### config.mk
export PLATFORM = sky130hd
export DESIGN_NAME = grid_vote_consensus_top
export DESIGN_NICKNAME = d
export VERILOG_FILES = /design/src/rtl/core/gvc_pkg.sv /design/src/rtl/core/gvc_datapath.sv /design/src/rtl/core/gvc_ctrl.sv /design/src/rtl/core/grid_vote_consensus_top.sv
export SDC_FILE = /design/constraint.sdc
export NUM_CORES = 1
export LEC_CHECK = 0
export ABC_AREA = 1
export BUFFER_PORTS_ARGS = -buffer_cell sky130_fd_sc_hd__buf_2
export CAP_MARGIN = 20
export CORE_UTILIZATION = 40
export DETAILED_ROUTE_END_ITERATION = 16
export SLEW_MARGIN = 0
export SYNTH_ARGS = -nofsm -noshare
export SYNTH_HDL_FRONTEND = slang
export SYNTH_SLANG_ARGS = --single-unit
### constraint.sdc
create_clock -name i_clk -period 5.25 [get_ports i_clk]
set_input_delay 0.525 -clock i_clk [delete_from_list [all_inputs] [get_ports i_clk]]
set_output_delay 0.525 -clock i_clk [all_outputs]
set_load 0.03 [all_outputs]
### src/rtl/core/gvc_pkg.sv
// shared types and constants for the grid vote consensus block
`default_nettype none

package gvc_pkg;

    localparam int VOTE_W = 2;
    localparam int DIST_W = 16;
    localparam int CNT_W  = 7;
    localparam int SUM_W  = 22;

    localparam logic [VOTE_W-1:0] VOTE_NEG = 2'd0;
    localparam logic [VOTE_W-1:0] VOTE_POS = 2'd1;

    localparam logic [CNT_W-1:0] COUNT_MAX = 7'd127;
    localparam logic signed [SUM_W:0] SUM_MAX = 23'sd2097151;
    localparam logic signed [SUM_W:0] SUM_MIN = -23'sd2097152;

    localparam logic [DIST_W-1:0] MEAN_POS_LIM = 16'h7FFF;
    localparam logic [DIST_W-1:0] MEAN_NEG_LIM = 16'h8000;

    // one quotient bit per step over the sum magnitude
    localparam int DIV_STEPS = SUM_W;
    localparam int STEP_W    = $clog2(DIV_STEPS);

    typedef struct packed {
        logic acc_en;    // accumulate the accepted cell
        logic load;      // pick winner, load divider, clear sums
        logic div_step;  // one divider iteration
        logic out_load;  // move result into output register
    } t_dp_cmd;

    typedef struct packed {
        logic last_step; // divider is on its final iteration
    } t_dp_sts;

endpackage

`default_nettype wire

### src/rtl/core/gvc_datapath.sv
// accumulators, winner select, serial divider and output register
`default_nettype none

module gvc_datapath
    import gvc_pkg::*;
#(
    parameter int MAX_CELLS = 64
) (
    input  wire                     i_clk,
    input  wire                     i_rst_n,
    input  t_dp_cmd                 i_cmd,
    output t_dp_sts                 o_sts,
    input  wire  [VOTE_W-1:0]       i_vote,
    input  wire  signed [DIST_W-1:0] i_distance,
    output logic                    o_label,
    output logic signed [DIST_W-1:0] o_mean_distance,
    output logic                    o_no_votes
);

    localparam int LIM_W = $clog2(MAX_CELLS + 1);
    localparam int TOT_W = (LIM_W > CNT_W + 1) ? LIM_W : CNT_W + 1;
    localparam logic [TOT_W-1:0] TOT_LIM = TOT_W'(MAX_CELLS);
    localparam logic [STEP_W-1:0] STEP_LAST = STEP_W'(DIV_STEPS - 1);

    logic [CNT_W-1:0]        r_pos_cnt, r_neg_cnt;
    logic signed [SUM_W-1:0] r_pos_sum, r_neg_sum;

    logic [SUM_W-1:0]  r_quo;
    logic [CNT_W-1:0]  r_rem;
    logic [CNT_W-1:0]  r_div;
    logic [STEP_W-1:0] r_step;
    logic              r_neg;
    logic              r_label;
    logic              r_none;

    logic                    r_out_label;
    logic [DIST_W-1:0]       r_out_mean;
    logic                    r_out_none;

    logic [TOT_W-1:0]        tot;
    logic                    room;
    logic signed [SUM_W:0]   add_base, add_res, add_sat;
    logic signed [SUM_W:0]   neg_ext, neg_abs, pos_ext;
    logic                    n_label, n_none;
    logic signed [SUM_W-1:0] sel_sum;
    logic [SUM_W-1:0]        sel_mag;
    logic [CNT_W:0]          rem_sh, rem_sub;
    logic                    rem_ge;
    logic [DIST_W-1:0]       n_mean;

    // saturating accumulate of the cell distance into the voted side
    always_comb begin
        tot      = TOT_W'(r_pos_cnt) + TOT_W'(r_neg_cnt);
        room     = tot < TOT_LIM;
        add_base = (i_vote == VOTE_POS) ? (SUM_W+1)'(r_pos_sum) : (SUM_W+1)'(r_neg_sum);
        add_res  = add_base + (SUM_W+1)'(i_distance);
        if (add_res > SUM_MAX) begin
            add_sat = SUM_MAX;
        end else if (add_res < SUM_MIN) begin
            add_sat = SUM_MIN;
        end else begin
            add_sat = add_res;
        end
    end

    // winner decision from the finished accumulators
    always_comb begin
        pos_ext = (SUM_W+1)'(r_pos_sum);
        neg_ext = (SUM_W+1)'(r_neg_sum);
        neg_abs = r_neg_sum[SUM_W-1] ? -neg_ext : neg_ext;
        n_none  = (r_pos_cnt == '0) && (r_neg_cnt == '0);
        priority if (n_none) begin
            n_label = 1'b0;
        end else if (r_pos_cnt > r_neg_cnt) begin
            n_label = 1'b1;
        end else if (r_pos_cnt < r_neg_cnt) begin
            n_label = 1'b0;
        end else begin
            n_label = pos_ext > neg_abs;
        end
        sel_sum = n_label ? r_pos_sum : r_neg_sum;
        sel_mag = sel_sum[SUM_W-1] ? SUM_W'(-sel_sum) : SUM_W'(sel_sum);
    end

    // restoring divide, one quotient bit per cycle
    always_comb begin
        rem_sh  = {r_rem, r_quo[SUM_W-1]};
        rem_ge  = rem_sh >= {1'b0, r_div};
        rem_sub = rem_sh - {1'b0, r_div};
    end

    // sign and saturate the quotient into the 16-bit mean
    always_comb begin
        if (r_none) begin
            n_mean = '0;
        end else if (r_neg) begin
            n_mean = (r_quo > SUM_W'(MEAN_NEG_LIM)) ? MEAN_NEG_LIM
                                                     : DIST_W'(~r_quo[DIST_W-1:0] + 1'b1);
        end else begin
            n_mean = (r_quo > SUM_W'(MEAN_POS_LIM)) ? MEAN_POS_LIM : r_quo[DIST_W-1:0];
        end
    end

    always_ff @(posedge i_clk) begin
        if (!i_rst_n) begin
            r_pos_cnt <= '0;
            r_neg_cnt <= '0;
            r_pos_sum <= '0;
            r_neg_sum <= '0;
            r_step    <= '0;
        end else if (i_cmd.load) begin
            r_pos_cnt <= '0;
            r_neg_cnt <= '0;
            r_pos_sum <= '0;
            r_neg_sum <= '0;
            r_step    <= '0;
        end else begin
            if (i_cmd.acc_en && room) begin
                if (i_vote == VOTE_POS) begin
                    if (r_pos_cnt != COUNT_MAX) begin
                        r_pos_cnt <= r_pos_cnt + 1'b1;
                    end
                    r_pos_sum <= add_sat[SUM_W-1:0];
                end else if (i_vote == VOTE_NEG) begin
                    if (r_neg_cnt != COUNT_MAX) begin
                        r_neg_cnt <= r_neg_cnt + 1'b1;
                    end
                    r_neg_sum <= add_sat[SUM_W-1:0];
                end
            end
            if (i_cmd.div_step) begin
                r_step <= r_step + 1'b1;
            end
        end
    end

    always_ff @(posedge i_clk) begin
        if (i_cmd.load) begin
            r_quo   <= sel_mag;
            r_rem   <= '0;
            r_div   <= n_label ? r_pos_cnt : r_neg_cnt;
            r_neg   <= sel_sum[SUM_W-1];
            r_label <= n_label;
            r_none  <= n_none;
        end else if (i_cmd.div_step) begin
            r_quo <= {r_quo[SUM_W-2:0], rem_ge};
            r_rem <= rem_ge ? rem_sub[CNT_W-1:0] : rem_sh[CNT_W-1:0];
        end
        if (i_cmd.out_load) begin
            r_out_label <= r_label;
            r_out_mean  <= n_mean;
            r_out_none  <= r_none;
        end
    end

    assign o_sts.last_step = (r_step == STEP_LAST);
    assign o_label         = r_out_label;
    assign o_mean_distance = r_out_mean;
    assign o_no_votes      = r_out_none;

endmodule

`default_nettype wire

### src/rtl/core/gvc_ctrl.sv
// sequencer for accumulate, load, divide and emit
`default_nettype none

module gvc_ctrl
    import gvc_pkg::*;
(
    input  wire      i_clk,
    input  wire      i_rst_n,
    input  wire      i_in_valid,
    input  wire      i_in_last,
    output logic     o_in_ready,
    output logic     o_out_valid,
    input  wire      i_out_ready,
    output t_dp_cmd  o_cmd,
    input  t_dp_sts  i_sts
);

    typedef enum logic [1:0] {
        S_ACC,
        S_LOAD,
        S_DIV,
        S_EMIT
    } t_state;

    t_state r_state;
    logic   r_out_valid;
    logic   out_free;
    logic   in_take;

    assign out_free = !r_out_valid || i_out_ready;
    assign in_take  = i_in_valid && (r_state == S_ACC);

    always_comb begin
        o_cmd.acc_en   = in_take;
        o_cmd.load     = (r_state == S_LOAD);
        o_cmd.div_step = (r_state == S_DIV);
        o_cmd.out_load = (r_state == S_EMIT) && out_free;
    end

    always_ff @(posedge i_clk) begin
        if (!i_rst_n) begin
            r_state     <= S_ACC;
            r_out_valid <= 1'b0;
        end else begin
            unique case (r_state)
                S_ACC: begin
                    if (in_take && i_in_last) begin
                        r_state <= S_LOAD;
                    end
                end
                S_LOAD: begin
                    r_state <= S_DIV;
                end
                S_DIV: begin
                    if (i_sts.last_step) begin
                        r_state <= S_EMIT;
                    end
                end
                S_EMIT: begin
                    if (out_free) begin
                        r_state <= S_ACC;
                    end
                end
                default: begin
                    r_state <= S_ACC;
                end
            endcase
            if (o_cmd.out_load) begin
                r_out_valid <= 1'b1;
            end else if (i_out_ready) begin
                r_out_valid <= 1'b0;
            end
        end
    end

    assign o_in_ready  = (r_state == S_ACC);
    assign o_out_valid = r_out_valid;

    a_last_stalls: assert property (@(posedge i_clk) disable iff (!i_rst_n)
        (i_in_valid && o_in_ready && i_in_last) |=> !o_in_ready)
        else $error("input still taken after the closing cell");

    a_load_free: assert property (@(posedge i_clk) disable iff (!i_rst_n)
        o_cmd.out_load |-> (!r_out_valid || i_out_ready))
        else $error("result overwrote an untaken item");

    a_load_to_div: assert property (@(posedge i_clk) disable iff (!i_rst_n)
        o_cmd.load |=> (r_state == S_DIV))
        else $error("divider not started after load");

    a_div_end: assert property (@(posedge i_clk) disable iff (!i_rst_n)
        (o_cmd.div_step && i_sts.last_step) |=> (r_state == S_EMIT))
        else $error("divider end not followed by emit");

endmodule

`default_nettype wire

### src/rtl/core/grid_vote_consensus_top.sv
// one input item per cycle while a sample accumulates; after the closing cell the
// input stalls for load, 22 divider iterations and emit, so the result item is
// loaded into the output register as emit ends, which raises valid and resumes input
// (emit waits only while the previous result item is still untaken)
// the serial divider holds input off, so cells of the next sample wait for the result
// synchronous active-low reset clears counts, sums, sequencer and output valid
`default_nettype none

module grid_vote_consensus_top
    import gvc_pkg::*;
#(
    parameter int MAX_CELLS = 64
) (
    input  wire         i_clk,
    input  wire         i_rst_n,
    input  wire         i_s_axis_tvalid,
    output logic        o_s_axis_tready,
    input  wire  [23:0] i_s_axis_tdata,  // vote[1:0], distance[17:2], zero pad
    input  wire         i_s_axis_tlast,
    output logic        o_m_axis_tvalid,
    input  wire         i_m_axis_tready,
    output logic [23:0] o_m_axis_tdata,  // label[0], mean_distance[16:1], zero pad
    output logic        o_m_axis_tuser   // no_votes[0]
);

    t_dp_cmd                 cmd;
    t_dp_sts                 sts;
    logic                    label;
    logic signed [DIST_W-1:0] mean_distance;
    logic                    no_votes;

    gvc_ctrl u_ctrl (
        .i_clk       (i_clk),
        .i_rst_n     (i_rst_n),
        .i_in_valid  (i_s_axis_tvalid),
        .i_in_last   (i_s_axis_tlast),
        .o_in_ready  (o_s_axis_tready),
        .o_out_valid (o_m_axis_tvalid),
        .i_out_ready (i_m_axis_tready),
        .o_cmd       (cmd),
        .i_sts       (sts)
    );

    gvc_datapath #(
        .MAX_CELLS (MAX_CELLS)
    ) u_datapath (
        .i_clk           (i_clk),
        .i_rst_n         (i_rst_n),
        .i_cmd           (cmd),
        .o_sts           (sts),
        .i_vote          (i_s_axis_tdata[VOTE_W-1:0]),
        .i_distance      (i_s_axis_tdata[VOTE_W+DIST_W-1:VOTE_W]),
        .o_label         (label),
        .o_mean_distance (mean_distance),
        .o_no_votes      (no_votes)
    );

    assign o_m_axis_tdata = {7'd0, mean_distance, label};
    assign o_m_axis_tuser = no_votes;

endmodule

`default_nettype wire

==> flow_summary.ini <==
[run_status]
status = finished, final reports clean

[worst_setup_path]
r2r-end = u_datapath.r_quo[13]$_DFFE_PP_
crit_path_frequent_cell = nand2_1
critPathArrivalTime_ns = 4.98
critPathBufInv = 2
critPathTopFamily = simple AND/OR/NAND/NOR gates
startpoint_type = flop
crit_type = flop to flop
worstPathMaxFanout = 21
slowest_delay_ns = 0.43
reg2regPathDepth = 27
crit_path_top_delay_cell = or4_1
required_ns = 5.43
crit_start = u_datapath.r_neg_sum[0]$_SDFFE_PP0P_
r2r-start = u_datapath.r_neg_sum[0]$_SDFFE_PP0P_
endpoint_kind = flop
r2r_setup_slack_ns = 0.45

[global_route]
grt_max_degree = 47
grtUsageTotal_pct = 19.5
grt_overflow = 0
antenna_found_initial = 0
grt_pass1_wl_um = 37900
grt_pass1_vias = 7737

[clocking]
cts_setup_buffers = 0
cts_resized = 0
cts_tree = yes
root_buffer = clkbuf_16
worstSkewPairLatency_ns = 0.43
clk_path_buf_depth = 2
clkSinkCount = 123
numCtsBuffers = 17
h-tree-depth = 4
hold_buffers = 0
path_clk_slew_ns = 0.06

[layout]
layout_commonest_cell = nand2_1
fill_cells = 2300
fin_util_pct = 46.4
layout_common_cells = 287 x nand2_1, 184 x inv_1, 132 x o21ai_0, 114 x a21oi_1, 83 x nor2_1
diodes = 0
area_delta_synth_final_pct = 12.1
drive_above_1_share_pct = 9.27
layout.nets = 1478
final-instance-count-excl-fill = 1694

[synth]
yosys_register_bits = 123
yosys_warnings = 0
syn_inst = 1339
synth-main-ff-cell = dfxtp_1
yosys.cell_types.count = 57
synth_edf_count = 50
yosysSeqAreaShare_pct = 31.2
synthArstFlopShare_pct = 0
syn_area_um2 = 9480
ys_top_cells_by_area = edfxtp_1 16%, dfxtp_1 15%, nand2_1 11%, ha_1 10%, inv_1 7.3%
postSynthAreaPerCell_um2 = 7.08
synth_top_area_share_pct = 15.8
synth_top_area_cell = edfxtp_1

[power]
swShare_pct = 44.7
switching_power_mw = 2.43
power_density_nw_per_um2 = 510
power.internal_mw = 3.00
p_seq_share_pct = 28.1
peakVddDrop_v = 0.000316
clock_power_share_pct = 23.5
power_frac_comb_pct = 48.4
total_power_mw = 5.42
leakagePower_nw = 5.14

[timing]
fmax_mhz = 208
min_period_ns = 4.80
setup_slack_ns = 0.446
hold_viol = 0
worst_clock_skew_ns = 0.00962
slew_violations = 0
rsz0062_at_grt = no
worstMarginPinSlew_ns = 0.925
slew_headroom_pct = 38.4
setup_tns_ns = 0
finalSetupViolCount = 0
finalCritPeriodShare_pct = 91.5

[placement]
placed_cells_incl_taps = 1660
gp_congestion = 0.859
port_buffers = 42
place_ws_ns = 0.317
hpwl_um = 17400

[detailed_routing]
drt_iter0_drc = 524
drc = 0
wl_per_cell_um = 13.5
viasPerCell = 4.97
wirelength_um = 22900
dr_total_vias = 8425
first_pass_iters = 5
ant_nets = 0

[floorplan]
die_h_um = 156
initial_core_util_pct = 41.4
ioPinCount = 56
num_rows = 55
chipWidth_um = 156
die_area_um2 = 24300
core_area_um2 = 22900

[worst_hold_path]
hold_depth = 3
holdCritPathClass = input pin to flop
hp-start = i_rst_n
min_to = u_ctrl.o_out_valid$_SDFFE_PN0P_

[run]
drv_cap = 0
synth_stat cells, types with 5 or more instances:
library cell    n
xnor2_1        13
o21ai_0       133
o211ai_1       12
clkbuf_1       31
nor3_1         20
ha_1           79
nand3_1        73
inv_2           6
nand4_1        15
buf_4          10
a31oi_1         7
nand3b_1        9
inv_1         184
o21ai_1        13
nor2_2          6
a21oi_1       115
xor2_1         43
buf_2           7
nor2_1         85
dfxtp_1        73
edfxtp_1       50
nand2_1       287
o21bai_1        7
nor4_1          5
sequential cells by signal (all words and copies together) (netlist names), 2 cells and up:
| register | count |
|---|---|
| u_ctrl.r_state | 2 |
| u_datapath.o_mean_distance | 16 |
| u_datapath.r_div | 7 |
| u_datapath.r_neg_cnt | 7 |
| u_datapath.r_neg_sum | 22 |
| u_datapath.r_pos_cnt | 7 |
| u_datapath.r_pos_sum | 22 |
| u_datapath.r_quo | 22 |
| u_datapath.r_rem | 7 |
| u_datapath.r_step | 5 |
how the worst max path moves through the flow:
stage | cells after the start | to
after floorplan | 30 | u_datapath.r_quo[18]$_DFFE_PP_
after global placement | 29 | u_datapath.r_quo[10]$_DFFE_PP_
after detailed placement | 29 | u_datapath.r_quo[10]$_DFFE_PP_
after CTS | 29 | u_datapath.r_quo[10]$_DFFE_PP_
after global routing | 34 | u_datapath.r_quo[16]$_DFFE_PP_
final | 27 | u_datapath.r_quo[13]$_DFFE_PP_
worst min-delay path, delay by kind of cell:
family,cells,cell delay [ns]
buffers and inverters,2,0.17
AO/OA/AOI/OAI,1,0.04
layout make-up:
type | instances | area [um^2] | share of cell area, %
Multi-Input combinational cell | 980 | 5600 | 52.7
Sequential cell | 123 | 2960 | 27.9
Inverter | 191 | 717 | 6.74
Clock buffer | 20 | 489 | 4.60
Tap cell | 313 | 392 | 3.68
Timing Repair Buffer | 55 | 315 | 2.97
Clock inverter | 12 | 154 | 1.45
metal layers:
| layer | vias to the layer above | wire, um | global-route usage, % |
|---|---|---|---|
| li1 | 4492 | - | - |
| met1 | 3739 | 11700 | 27.2 |
| met2 | 159 | 9980 | 30.7 |
| met3 | 35 | 729 | 2.36 |
| met4 | 0 | 478 | 7.10 |
| met5 | - | 0 | 0 |
power groups by stage:
stage / logic, mW / registers [mW] / clock network (mW)
after floorplan: 2.04 / 1.51 / 0
after global placement: 2.56 / 1.54 / 0
after detailed placement: 2.58 / 1.54 / 0
after CTS: 2.60 / 1.52 / 1.30
after global routing: 3.01 / 1.56 / 1.34
final: 2.63 / 1.52 / 1.27
cell families after synthesis:
| logic type | Yosys count | synth area share [%] |
|---|---|---|
| AOI/OAI and AO/OA | 311 | 18.0 |
| and+or+nand+nor | 521 | 24.1 |
| buffers and inverters | 244 | 10.4 |
| other | 2 | 0.0792 |
| DFF | 123 | 31.2 |
| adders and majority gates | 81 | 10.8 |
| xor gates and xnor gates | 57 | 5.34 |
through the flow:
step | area [um^2] | hold slack [ns]
2_1_floorplan | 9510 | 0.400
3_3_place_gp | 9940 | 0.406
3_5_place_dp | 9940 | 0.405
4_1_cts | 10600 | 0.344
5_1_grt | 10600 | 0.365
6_report | 10600 | 0.358
Note: power is estimated with default switching activity, not from simulation.
